## config.mk

```make
export PLATFORM = sky130hd
export DESIGN_NAME = radix_number_literal_parser
export DESIGN_NICKNAME = d
export VERILOG_FILES = /design/src/rnlp_pkg.sv /design/src/radix_number_literal_parser.sv
export SDC_FILE = /design/constraint.sdc
export NUM_CORES = 1
export LEC_CHECK = 0
export BUFFER_PORTS_ARGS = -buffer_cell sky130_fd_sc_hd__buf_2
export CAP_MARGIN = 20
export CORE_MARGIN = 5
export CORE_UTILIZATION = 55
export CTS_CLUSTER_DIAMETER = 40
export DETAILED_ROUTE_END_ITERATION = 10
export GPL_TIMING_DRIVEN = 0
export PLACE_DENSITY = 0.82
export RECOVER_POWER = 50
export SLEW_MARGIN = 20
export SYNTH_ARGS = -nofsm -noshare
export SYNTH_HDL_FRONTEND = slang
export SYNTH_SLANG_ARGS = --single-unit
```

## constraint.sdc

```tcl
create_clock -name clock -period 6.9 [get_ports clock]
set_input_delay 1.035 -clock clock [delete_from_list [all_inputs] [get_ports clock]]
set_output_delay 1.035 -clock clock [all_outputs]
set_load 0.005 [all_outputs]
```

## src/rnlp_pkg.sv

```systemverilog
// Shared types, character codes and digit decode for the radix literal parser.
package rnlp_pkg;

   localparam int VALUE_BITS_DEFAULT = 32;
   localparam int OUT_VALUE_BITS     = 32;

   typedef enum logic [1:0] {
      OP_CONTINUE = 2'd0,
      OP_BEGIN    = 2'd1,
      OP_PREFIX   = 2'd2,
      OP_RESERVED = 2'd3
   } op_type;

   typedef enum logic [2:0] {
      MODE_IDLE = 3'd0,
      MODE_BIN  = 3'd1,
      MODE_OCT  = 3'd2,
      MODE_DEC  = 3'd3,
      MODE_HEX  = 3'd4
   } mode_type;

   localparam logic [7:0] CHAR_0  = 8'h30;
   localparam logic [7:0] CHAR_1  = 8'h31;
   localparam logic [7:0] CHAR_7  = 8'h37;
   localparam logic [7:0] CHAR_9  = 8'h39;
   localparam logic [7:0] CHAR_LA = 8'h61;
   localparam logic [7:0] CHAR_LF = 8'h66;
   localparam logic [7:0] CHAR_UA = 8'h41;
   localparam logic [7:0] CHAR_UF = 8'h46;
   localparam logic [7:0] CHAR_LB = 8'h62;
   localparam logic [7:0] CHAR_UB = 8'h42;
   localparam logic [7:0] CHAR_LO = 8'h6f;
   localparam logic [7:0] CHAR_UO = 8'h4f;
   localparam logic [7:0] CHAR_LX = 8'h78;
   localparam logic [7:0] CHAR_UX = 8'h58;
   localparam logic [7:0] HEX_LETTER_BASE = 8'd10;

   typedef struct packed {
      logic       hit;
      logic [3:0] digit;
   } digit_type;

   typedef struct packed {
      logic [OUT_VALUE_BITS-1:0] value;
      mode_type                  radix;
      logic                      consumed;
   } rsp_type;

   function automatic digit_type digit_of(mode_type mode, logic [7:0] c);
      digit_type d;
      d.hit   = 1'b0;
      d.digit = c[3:0];
      case (mode)
         MODE_BIN: d.hit = (c == CHAR_0) || (c == CHAR_1);
         MODE_OCT: d.hit = c inside {[CHAR_0:CHAR_7]};
         MODE_DEC: d.hit = c inside {[CHAR_0:CHAR_9]};
         MODE_HEX: begin
            if (c inside {[CHAR_0:CHAR_9]}) begin
               d.hit = 1'b1;
            end else if (c inside {[CHAR_LA:CHAR_LF]}) begin
               d.hit   = 1'b1;
               d.digit = 4'(c - CHAR_LA + HEX_LETTER_BASE);
            end else if (c inside {[CHAR_UA:CHAR_UF]}) begin
               d.hit   = 1'b1;
               d.digit = 4'(c - CHAR_UA + HEX_LETTER_BASE);
            end
         end
         default: d.hit = 1'b0;
      endcase
      return d;
   endfunction

endpackage

```

## src/radix_number_literal_parser.sv

```systemverilog
// Top level: character-at-a-time integer literal parser with output skid buffer.
// One character word is taken per cycle with no bubbles while req_stall is low; the digit update (shift, or
// times-ten add) and the mode decode are combinational between the request port and
// the mode/accumulator registers. A finished number lands in an output register
// backed by one skid entry, so the request side only stalls while both hold a word;
// a word that finds the output register still full goes to the skid entry. Values wrap
// modulo 2^VALUE_BITS and are presented on 32 bits (zero extended or truncated).
module radix_number_literal_parser #(
   parameter int VALUE_BITS = rnlp_pkg::VALUE_BITS_DEFAULT
) (
   input  logic                                 clock,
   input  logic                                 reset,
   input  logic                                 req_valid,
   output logic                                 req_stall,
   input  logic [1:0]                           req_op,
   input  logic [7:0]                           req_char_in,
   output logic                                 rsp_valid,
   input  logic                                 rsp_stall,
   output logic [rnlp_pkg::OUT_VALUE_BITS-1:0]  rsp_value,
   output logic [2:0]                           rsp_radix_used,
   output logic                                 rsp_char_consumed
);
   import rnlp_pkg::*;

   mode_type              mode_ff, mode_in;
   logic [VALUE_BITS-1:0] acc_ff, acc_in;
   logic                  out_valid_ff, out_valid_in;
   rsp_type               out_ff, out_in;
   logic                  skid_valid_ff, skid_valid_in;
   rsp_type               skid_ff, skid_in;

   logic                  req_accept;
   logic                  rsp_take;
   logic                  res_hit;
   rsp_type               res;
   digit_type             dec_digit;
   digit_type             cur_digit;
   logic [VALUE_BITS-1:0] digit_ext;
   logic [VALUE_BITS+OUT_VALUE_BITS-1:0] acc_wide;

   assign req_stall  = skid_valid_ff;
   assign req_accept = req_valid && !req_stall;
   assign rsp_take   = out_valid_ff && !rsp_stall;

   assign dec_digit = digit_of(MODE_DEC, req_char_in);
   assign cur_digit = digit_of(mode_ff, req_char_in);
   assign digit_ext = VALUE_BITS'(cur_digit.digit);
   assign acc_wide  = {{OUT_VALUE_BITS{1'b0}}, acc_ff};

   // next state of the parse
   always_comb begin
      mode_in      = mode_ff;
      acc_in       = acc_ff;
      res_hit      = 1'b0;
      res.value    = '0;
      res.radix    = MODE_IDLE;
      res.consumed = 1'b0;
      if (req_accept) begin
         case (op_type'(req_op))
            OP_BEGIN: begin
               if (dec_digit.hit) begin
                  mode_in = MODE_DEC;
                  acc_in  = VALUE_BITS'(dec_digit.digit);
               end else begin
                  mode_in   = MODE_IDLE;
                  acc_in    = '0;
                  res_hit   = 1'b1;
                  res.radix = MODE_DEC;
               end
            end
            OP_PREFIX: begin
               acc_in = '0;
               if ((req_char_in == CHAR_LB) || (req_char_in == CHAR_UB)) begin
                  mode_in = MODE_BIN;
               end else if ((req_char_in == CHAR_LO) || (req_char_in == CHAR_UO)) begin
                  mode_in = MODE_OCT;
               end else if ((req_char_in == CHAR_LX) || (req_char_in == CHAR_UX)) begin
                  mode_in = MODE_HEX;
               end else begin
                  // unknown prefix letter: zero, letter eaten
                  mode_in      = MODE_IDLE;
                  res_hit      = 1'b1;
                  res.consumed = 1'b1;
               end
            end
            OP_CONTINUE: begin
               if (mode_ff != MODE_IDLE) begin
                  if (cur_digit.hit) begin
                     case (mode_ff)
                        MODE_BIN: acc_in = (acc_ff << 1) | digit_ext;
                        MODE_OCT: acc_in = (acc_ff << 3) | digit_ext;
                        MODE_DEC: acc_in = (acc_ff << 3) + (acc_ff << 1) + digit_ext;
                        default:  acc_in = (acc_ff << 4) | digit_ext;
                     endcase
                  end else begin
                     mode_in   = MODE_IDLE;
                     acc_in    = '0;
                     res_hit   = 1'b1;
                     res.value = acc_wide[OUT_VALUE_BITS-1:0];
                     res.radix = mode_ff;
                  end
               end
            end
            default: ;
         endcase
      end
   end

   // output register and skid entry
   always_comb begin
      out_valid_in  = out_valid_ff;
      out_in        = out_ff;
      skid_valid_in = skid_valid_ff;
      skid_in       = skid_ff;
      if (rsp_take) begin
         out_valid_in  = skid_valid_ff;
         out_in        = skid_ff;
         skid_valid_in = 1'b0;
      end
      if (res_hit) begin
         if (!out_valid_in) begin
            out_valid_in = 1'b1;
            out_in       = res;
         end else begin
            skid_valid_in = 1'b1;
            skid_in       = res;
         end
      end
   end

   always_ff @(posedge clock) begin
      if (reset) begin
         mode_ff       <= MODE_IDLE;
         acc_ff        <= '0;
         out_valid_ff  <= 1'b0;
         skid_valid_ff <= 1'b0;
      end else begin
         mode_ff       <= mode_in;
         acc_ff        <= acc_in;
         out_valid_ff  <= out_valid_in;
         skid_valid_ff <= skid_valid_in;
      end
   end

   always_ff @(posedge clock) begin
      out_ff  <= out_in;
      skid_ff <= skid_in;
   end

   assign rsp_valid         = out_valid_ff;
   assign rsp_value         = out_ff.value;
   assign rsp_radix_used    = out_ff.radix;
   assign rsp_char_consumed = out_ff.consumed;

   // skid entry is only ever filled behind a held output word
   a_skid_behind_out: assert property (@(posedge clock) disable iff (reset)
      skid_valid_ff |-> out_valid_ff)
      else $error("skid word without output word");

   // bad-prefix word is the only one that eats its character
   a_consumed_radix: assert property (@(posedge clock) disable iff (reset)
      rsp_valid |-> (rsp_char_consumed == (rsp_radix_used == MODE_IDLE)))
      else $error("char_consumed does not match radix");

   // an unused op code leaves the parse untouched
   a_unused_op: assert property (@(posedge clock) disable iff (reset)
      (req_accept && (op_type'(req_op) == OP_RESERVED))
       |=> ($stable(mode_ff) && $stable(acc_ff)))
      else $error("unused op changed parse state");

   // a continue while idle produces no word
   a_idle_continue: assert property (@(posedge clock) disable iff (reset)
      (req_accept && (op_type'(req_op) == OP_CONTINUE) && (mode_ff == MODE_IDLE)
       && !out_valid_ff) |=> !out_valid_ff)
      else $error("word from continue while idle");

   // a word that ends a literal restarts the parse idle with a clear accumulator
   a_end_clears: assert property (@(posedge clock) disable iff (reset)
      (res_hit && (op_type'(req_op) == OP_CONTINUE))
       |=> ((mode_ff == MODE_IDLE) && (acc_ff == '0)))
      else $error("parse state not cleared after literal end");

endmodule
```

==> impl_metrics.py <==
metrics = {
    "status": {
        "status": "finished, final reports clean",
    },
    "timing": {
        "rsz0062_at_grt": "false",
        "tightestPinTransition_ps": 1463,
        "setup_viol": 0,
        "skew_ps": 12.12,
        "fmax_ghz": 0.1811,
        "slew_viol_final": 0,
        "fin_crit_sh_pct": 80.03,
        "slew-limit-headroom_pct": 2.449,
        "fin_crit_ps": 5522,
        "finalHoldViolations": 0,
        "fin_tns_setup_ps": 0,
    },
    "global_routing": {
        "antenna_found_initial": 0,
        "grtUsageTotal_pct": 23.29,
        "grt_pass1_vias": 6160,
        "grt_pass1_wl_um": 30490,
        "grt_max_degree": 26,
        "overflow": 0,
    },
    "finish": {
        "multiInputGateArea_um2": 4378,
        "final_area_um2": 7943,
        "area.growth.synth_to_final_pct": 10.07,
        "seq_area_um2": 2542,
        "final_cell_mix": "nand2_1, o21ai_0, dfxtp_1",
        "fin_nets": 967,
        "utilization_pct": 62.43,
        "drive_above_1_share_pct": 5.830,
        "fillCellCount": 1116,
        "instances_no_fill": 1064,
        "mostFrequentLayoutCell": "nand2_1",
        "diodes": 0,
    },
    "synthesis": {
        "synth_fa_ha_area_share_pct": 11.65,
        "synth_xor_area_share_pct": 2.670,
        "yosysSeqAreaShare_pct": 35.23,
        "synth_area_um2": 7216,
        "syn-num-nets": 908,
        "synth-compound-area-share_pct": 23.22,
        "async_reset_ff_share_pct": 0,
        "syn_inst": 828,
        "synthMuxAreaShare_pct": 5.410,
        "synth-edff-count": 36,
        "yosysWarningCount": 0,
        "synthFlopType": "dfxtp_1",
        "syn-mean-instance-area_um2": 8.715,
        "synth-simple-area-share_pct": 17.72,
        "synth_cell_type_count": 64,
        "synth_top_family_by_area": "compound AO/OA/AOI/OAI gates",
        "ys_ff_latch": 109,
    },
    "job": {
        "max_cap_viol_count": 0,
    },
    "cts": {
        "post_cts_resized": 0,
        "clock_latency_ps": 360,
        "cts-root-buf": "clkbuf_16",
        "path_clk_slew_ps": 70,
        "clk_path_buf_depth": 2,
        "numCtsBuffers": 9,
        "htreeDepth": 3,
        "cts_num_sinks": 109,
        "cts_tree": "done",
        "postCtsSetupRepairBufs": 0,
        "cts.hold.buffers_added": 0,
    },
    "setup_path": {
        "worstRegToRegCells": 18,
        "criticalPathCategory": "primary input to flip-flop",
        "cp_max_fo": 5,
        "crit_path_end_kind": "flip-flop",
        "rr_endpoint": "acc_ff[30]",
        "rrSetupSlack_ps": 2040,
        "cp.required_ps": 7130,
        "cp-start-kind": "primary input",
        "cp.arrival_ps": 5750,
        "r2r-start": "mode_ff[2]",
    },
    "detailed_routing": {
        "vias": 6580,
        "firstDrtPassIters": 5,
        "drt_iter0_markers": 715,
        "drc": 0,
        "routed_wirelength_um": 18780,
        "antenna_left": 0,
        "wl_per_cell_um": 17.65,
        "vias_per_cell": 6.184,
    },
    "pwr": {
        "p_clk_share_pct": 39.8,
        "power_frac_comb_pct": 8.9,
        "irDropWorstVdd_mv": 0.1263,
        "seq_power_share_pct": 51.3,
        "switching_share_pct": 24.91,
        "p_leak_nw": 3.172,
        "p_int_mw": 1.003,
        "power_switching_mw": 0.3328,
        "powerDensity_nw_per_um2": 168.2,
    },
    "hold_path": {
        "hold_depth": 2,
        "holdPathEnd": "rsp_value[27]",
        "holdCritStartpoint": "skid_ff[31]",
        "min_path_type": "flip-flop to flip-flop",
    },
    "place": {
        "hpwlAfterDp_um": 13920,
        "numPortBuffers": 47,
        "gp_congestion": 0.9562,
        "placedCellCount": 1048,
        "post_dp_cell_area_um2": 7694,
    },
    "floorplan": {
        "ios": 52,
        "die_w_um": 124.5,
        "rows": 41,
        "initial_core_util_pct": 56.72,
        "coreArea_um2": 12720,
        "die_height_um": 124.5,
        "dieArea_um2": 15510,
    },
}
==> through the flow <==
stage	hold slack (ps)	power, mW	worst slack, ps
floorplan	480.8	0.7736	2069
global placement	508.2	0.8168	1234
detailed placement	522.9	0.8212	1111
CTS	537.8	1.336	1470
global route	557.1	1.379	900.6
finish	530.6	1.336	1378
==> cell type report <==
| cell class | count | share of cell area (%) |
|---|---|---|
| Multi-Input combinational cell | 645 | 55.12 |
| Sequential cell | 109 | 32.01 |
| Clock buffer | 9 | 2.836 |
| Tap cell | 172 | 2.710 |
| Timing Repair Buffer | 48 | 2.678 |
| Buffer | 46 | 2.394 |
| Inverter | 28 | 1.323 |
| Clock inverter | 7 | 0.9294 |
==> routing by layer <==
metal	GRT usage [%]	vias to the layer above	share of wire, %
met5	0	-	0
met3	3.902	32	8.1
met4	8.769	0	2.3
li1	-	3182	-
met2	36.86	300	46
met1	31.94	3066	44
==> worst max-delay path, stage by stage <==
cell and delay [ps]:
clkbuf_1 190, inv_1 130, ha_1 250, inv_1 60
o311a_1 200, and3_1 170, clkbuf_1 250, nand2_1 110
xnor2_1 290, inv_1 90, ha_1 280, ha_1 200
inv_1 70, fa_1 390, nand2b_1 200, a211oi_1 400
nor2_1 190, o21ai_0 420, a21oi_1 180, a311oi_1 400
or4_1 170, o211ai_1 70
==> sequential cells by signal (all words and copies together), names as in the netlist <==
name,count
rsp_char_consumed,1
rsp_radix_used,3
skid_ff,36
acc_ff,32
mode_ff,3
rsp_value,32
req_stall,1
rsp_valid,1
==> how the worst max path moves through the flow <==
stage / cells after the start / start / end / slack (ps)
global placement: 22 / req_char_in[0] / acc_ff[30] / 1230
finish: 22 / req_char_in[0] / acc_ff[30] / 1380
floorplan: 20 / req_char_in[3] / acc_ff[30] / 2070
detailed placement: 22 / req_char_in[0] / acc_ff[30] / 1110
global route: 22 / req_char_in[0] / acc_ff[30] / 900
CTS: 22 / req_char_in[0] / acc_ff[30] / 1470
==> synth_stat cells, drive strengths merged, types with 3 or more instances <==
library cell / n / area (um^2)
nor2b: 11 / 68.82
nand3b: 3 / 22.52
ha: 64 / 800.8
mux2i: 39 / 390.4
xnor2: 11 / 96.34
xor2: 11 / 96.34
o21bai: 5 / 37.54
o21ai: 81 / 405.4
clkbuf: 41 / 153.9
nand2b: 13 / 81.33
a31oi: 8 / 50.05
o22ai: 8 / 50.05
or4: 4 / 30.03
o2111ai: 5 / 43.79
nand3: 11 / 55.05
edfxtp: 36 / 1081
nor4: 5 / 31.28
a211oi: 11 / 82.58
buf: 5 / 36.28
or3: 6 / 37.54
a21o: 13 / 97.59
o311ai: 3 / 26.28
a221oi: 6 / 52.55
o31ai: 3 / 22.52
and3: 8 / 50.05
o211ai: 9 / 67.56
inv: 28 / 105.1
o221ai: 12 / 105.1
dfxtp: 73 / 1461
nor2: 38 / 142.6
and2: 35 / 219.0
nor3: 17 / 85.08
a21oi: 66 / 330.3
a22oi: 12 / 90.09
o22a: 4 / 35.03
nand4: 3 / 18.77
nand2: 89 / 334.1
==> kinds of logic after synthesis <==
group	Yosys count
AOI/OAI and AO/OA	265
xor gates and xnor gates	22
adders and majority gates	66
buffers and inverters	74
DFF	109
muxes	39
and+or+nand+nor	253
==> power groups by stage <==
stage	combinational, mW	sequential, mW	clock (mW)
after floorplan	0.0721	0.702	0
after global placement	0.118	0.699	0
after detailed placement	0.121	0.700	0
after CTS	0.122	0.685	0.529
after global routing	0.132	0.688	0.559
final	0.120	0.686	0.531
Note: power is estimated with default switching activity, not from simulation.
